--- src/rtl/carf_pkg.sv ---
// ----------------------------------------------------------------------------
// carf_pkg: shared types and constants for the clipped alpha rectangle fill
// Opcodes, result codes, sequencer states and fixed field widths.
// ----------------------------------------------------------------------------
package carf_pkg;

  localparam int unsigned OP_W    = 16;
  localparam int unsigned COORD_W = 16;
  localparam int unsigned PIX_W   = 32;
  localparam int unsigned CNT_W   = 15;
  localparam int unsigned CODE_W  = 2;

  localparam logic [OP_W-1:0] OP_NONE  = 16'h0000;
  localparam logic [OP_W-1:0] OP_BLIT  = 16'h0001;
  localparam logic [OP_W-1:0] OP_CLIP  = 16'h0002;
  localparam logic [OP_W-1:0] OP_WRITE = 16'h0003;
  localparam logic [OP_W-1:0] OP_READ  = 16'h0004;

  localparam logic [CODE_W-1:0] RC_DONE    = 2'd0;
  localparam logic [CODE_W-1:0] RC_EMPTY   = 2'd1;
  localparam logic [CODE_W-1:0] RC_UNKNOWN = 2'd2;

  localparam logic [CNT_W-1:0] COUNT_MAX  = 15'h7FFF;
  localparam logic [7:0]       ALPHA_FULL = 8'hFF;
  localparam logic [7:0]       ALPHA_ZERO = 8'h00;

  typedef enum logic [3:0] {
    ST_CLEAR,
    ST_IDLE,
    ST_DECODE,
    ST_CHECK,
    ST_FILL,
    ST_DRAIN,
    ST_RD_WAIT,
    ST_FIN
  } state_t;

endpackage

--- src/rtl/carf_blend.sv ---
// ----------------------------------------------------------------------------
// carf_blend: ARGB source-over blend unit
// Full alpha replaces, zero alpha keeps, else mixes RGB and keeps max alpha.
// ----------------------------------------------------------------------------
module carf_blend (
  input  logic [carf_pkg::PIX_W-1:0] old_pix,
  input  logic [carf_pkg::PIX_W-1:0] src_pix,
  output logic [carf_pkg::PIX_W-1:0] res_pix
);

  logic [7:0]  a;
  logic [7:0]  oa;
  logic [7:0]  inv_a;
  logic [15:0] mix [3];
  logic [carf_pkg::PIX_W-1:0] mixed;

  assign a     = src_pix[31:24];
  assign oa    = old_pix[31:24];
  assign inv_a = carf_pkg::ALPHA_FULL - a;

  always_comb begin
    for (int i = 0; i < 3; i++) begin
      mix[i] = 16'(inv_a) * 16'(old_pix[i*8 +: 8]) + 16'(a) * 16'(src_pix[i*8 +: 8]);
    end
    mixed = {((oa > a) ? oa : a), mix[2][15:8], mix[1][15:8], mix[0][15:8]};
  end

  always_comb begin
    if (a == carf_pkg::ALPHA_FULL) begin
      res_pix = src_pix;
    end else if (a == carf_pkg::ALPHA_ZERO) begin
      res_pix = old_pix;
    end else begin
      res_pix = mixed;
    end
  end

endmodule

--- config.mk ---
export PLATFORM = sky130hd
export DESIGN_NAME = carf_blend
export DESIGN_NICKNAME = d
export VERILOG_FILES = /design/src/rtl/carf_pkg.sv /design/src/rtl/carf_blend.sv
export SDC_FILE = /design/constraint.sdc
export NUM_CORES = 1
export LEC_CHECK = 0
export BUFFER_PORTS_ARGS = -buffer_cell sky130_fd_sc_hd__buf_4
export CAP_MARGIN = 25
export CORE_ASPECT_RATIO = 0.5
export CORE_MARGIN = 1
export CORE_UTILIZATION = 40
export DETAILED_ROUTE_END_ITERATION = 8
export PLACE_DENSITY = 0.53
export SLEW_MARGIN = 10
export SYNTH_ARGS = -nofsm -noshare
export SYNTH_HDL_FRONTEND = slang
export SYNTH_SLANG_ARGS = --single-unit
--- constraint.sdc ---
create_clock -name vclk -period 9.56
set_clock_uncertainty 0.15 [all_clocks]
set_input_delay 0 -clock vclk [all_inputs]
set_output_delay 0 -clock vclk [all_outputs]
set_load 0.02 [all_outputs]
==> out/qor.csv <==
metric;value;unit
n_diodes;0;
CP startpoint kind;input pin;
Avg Cell Area, Syn;8.59;sq um
largest net degree at the start of global routing;50;
Yosys cell types;48;
Req. time, crit path;9.41;ns
Post-Syn Instances;1562;
failing checks;DRC;
GR Overflow Total;0;
Tightest Hold Check Type;input pin to output port;
setup TNS;0;ns
final count of pins violating max slew;0;
most frequent cells in the layout;inv_1, fa_1, ha_1;
routed len/inst;17.9;microns
final period utilization;67.5;%
initial DRC count;578;
DR vias/cell;4.97;
hold depth;4;
cts repair resizes;0;
die area;34300;sq um
post-detail-place hpwl;28.4;mm
antenna violations before repair;0;
Routed WL;36.4;mm
CP arrival;6.30;ns
Yosys warning count;0;
Pre-antenna DRT Iters;6;
Worst Tran Pin Value;0.997;ns
CP Launch Point;src_pix[29];
hold_sp;old_pix[28];
CP Class;input pin to output port;
postcts setup bufs;0;
# clk buffers;0;
Final Hold Slack;0.240;ns
Area Growth Syn to Fin;7.54;%
Cell Area, Synth;13400;sq um
number of port buffers;96;
die width;261;microns
Fmax;155;MHz
layout cells sized above 1;7.11;%
via count;10100;
cts hold-fix bufs;0;
first-pass GRT wire length;59.8;mm
sequential area share after synthesis;0;%
Ports;96;
detailed-route DRC error count;1;
synthesized netlist net count;2099;
crit end category;output port;
post-layout min period;6.45;ns
status;complete, but fails checks;
FF/Latch Area;0;sq um
relative slew slack;33.4;%
Inst Count DP;2035;
vias in the first global route;11100;
Initial Utilization;41.5;%
FFs & Latches;0;
Worst Path Max Fanout;34;
max cap viols;0;
setup violators final;0;
num rows;46;
Final Hold Viols;0;
core footprint;32300;sq um
RSZ-0062 raised after global routing;false;
Layout fillers;3286;
gr usage total;22.2;%
most common cell after layout, fill and taps aside;inv_1;
DIE HEIGHT;131;microns
final cell count without fillers;2035;
nets;2142;
Final Wtd Congestion;0.864;
Routed Antenna Nets;0;
kinds of logic after synthesis:
family	Yosys count	synth area share (%)
mux	3	0.224
buf+inv	481	13.9
simple gates	485	19.7
compound gates	108	5.30
fa+ha+maj	473	60.1
xor+xnor	12	0.784
path summary, 6_finish.rpt:
check	endpoint	slack [ns]
max	res_pix[17]	3.11
min	res_pix[28]	0.24
cells in the mapped netlist (9+ instances only):
cell,instances,area (sq um)
nor3_1,9,45.0
nor2_1,22,82.6
nand2_1,149,559
o31ai_1,9,67.6
xnor2_1,9,78.8
clkbuf_1,47,176
ha_1,188,2350
nor2b_1,111,694
a22oi_1,9,67.6
o21ai_0,16,80.1
nand2b_1,9,56.3
o22ai_1,9,56.3
a21oi_1,22,110
fa_1,285,5710
o21a_1,9,67.6
and2_1,139,870
inv_1,421,1580
per-stage QoR:
stage               worst slack, ns  utilization (%)  cell area (sq um)
detailed placement             3.13             44.6              14400
global route                   2.85             44.6              14400
global placement               3.31             44.6              14400
floorplan                      4.18                -              13400
CTS                            3.13             44.6              14400
finish                         3.11             44.6              14400
final cells by class:
class                      instances  area, sq um  area share, %
multi-input combinational       1081        11600           80.1
inverter                         423         1590           11.0
timing repair buffer              99          743           5.15
tap                              432          541           3.75
metal layers:
layer  part of all wire (%)  GRT usage, %  routed length [microns]  up-vias
met4                    1.0          2.34                      370        0
met1                     47          31.6                    17000     5188
met2                     49          38.3                    17800      196
met5                      0             0                        0        -
met3                    3.5          1.16                     1270       16
li1                       -             -                        -     4709
critical path, cell delays in order:
cell	delay (ns)
buf_4	0.35
clkinv_1	0.77
nand2_1	0.32
fa_1	0.47
fa_1	0.54
inv_1	0.05
fa_1	0.47
fa_1	0.50
fa_1	0.50
inv_1	0.05
fa_1	0.47
inv_1	0.04
ha_1	0.29
nand3_1	0.08
o22ai_1	0.29
o21ai_0	0.17
nor3b_1	0.17
o31ai_1	0.41
o21a_1	0.20
buf_4	0.14
Power is left out: the tool's default activity adds up to more than one toggle a clock period on the data nets, which glitch-free logic cannot reach.
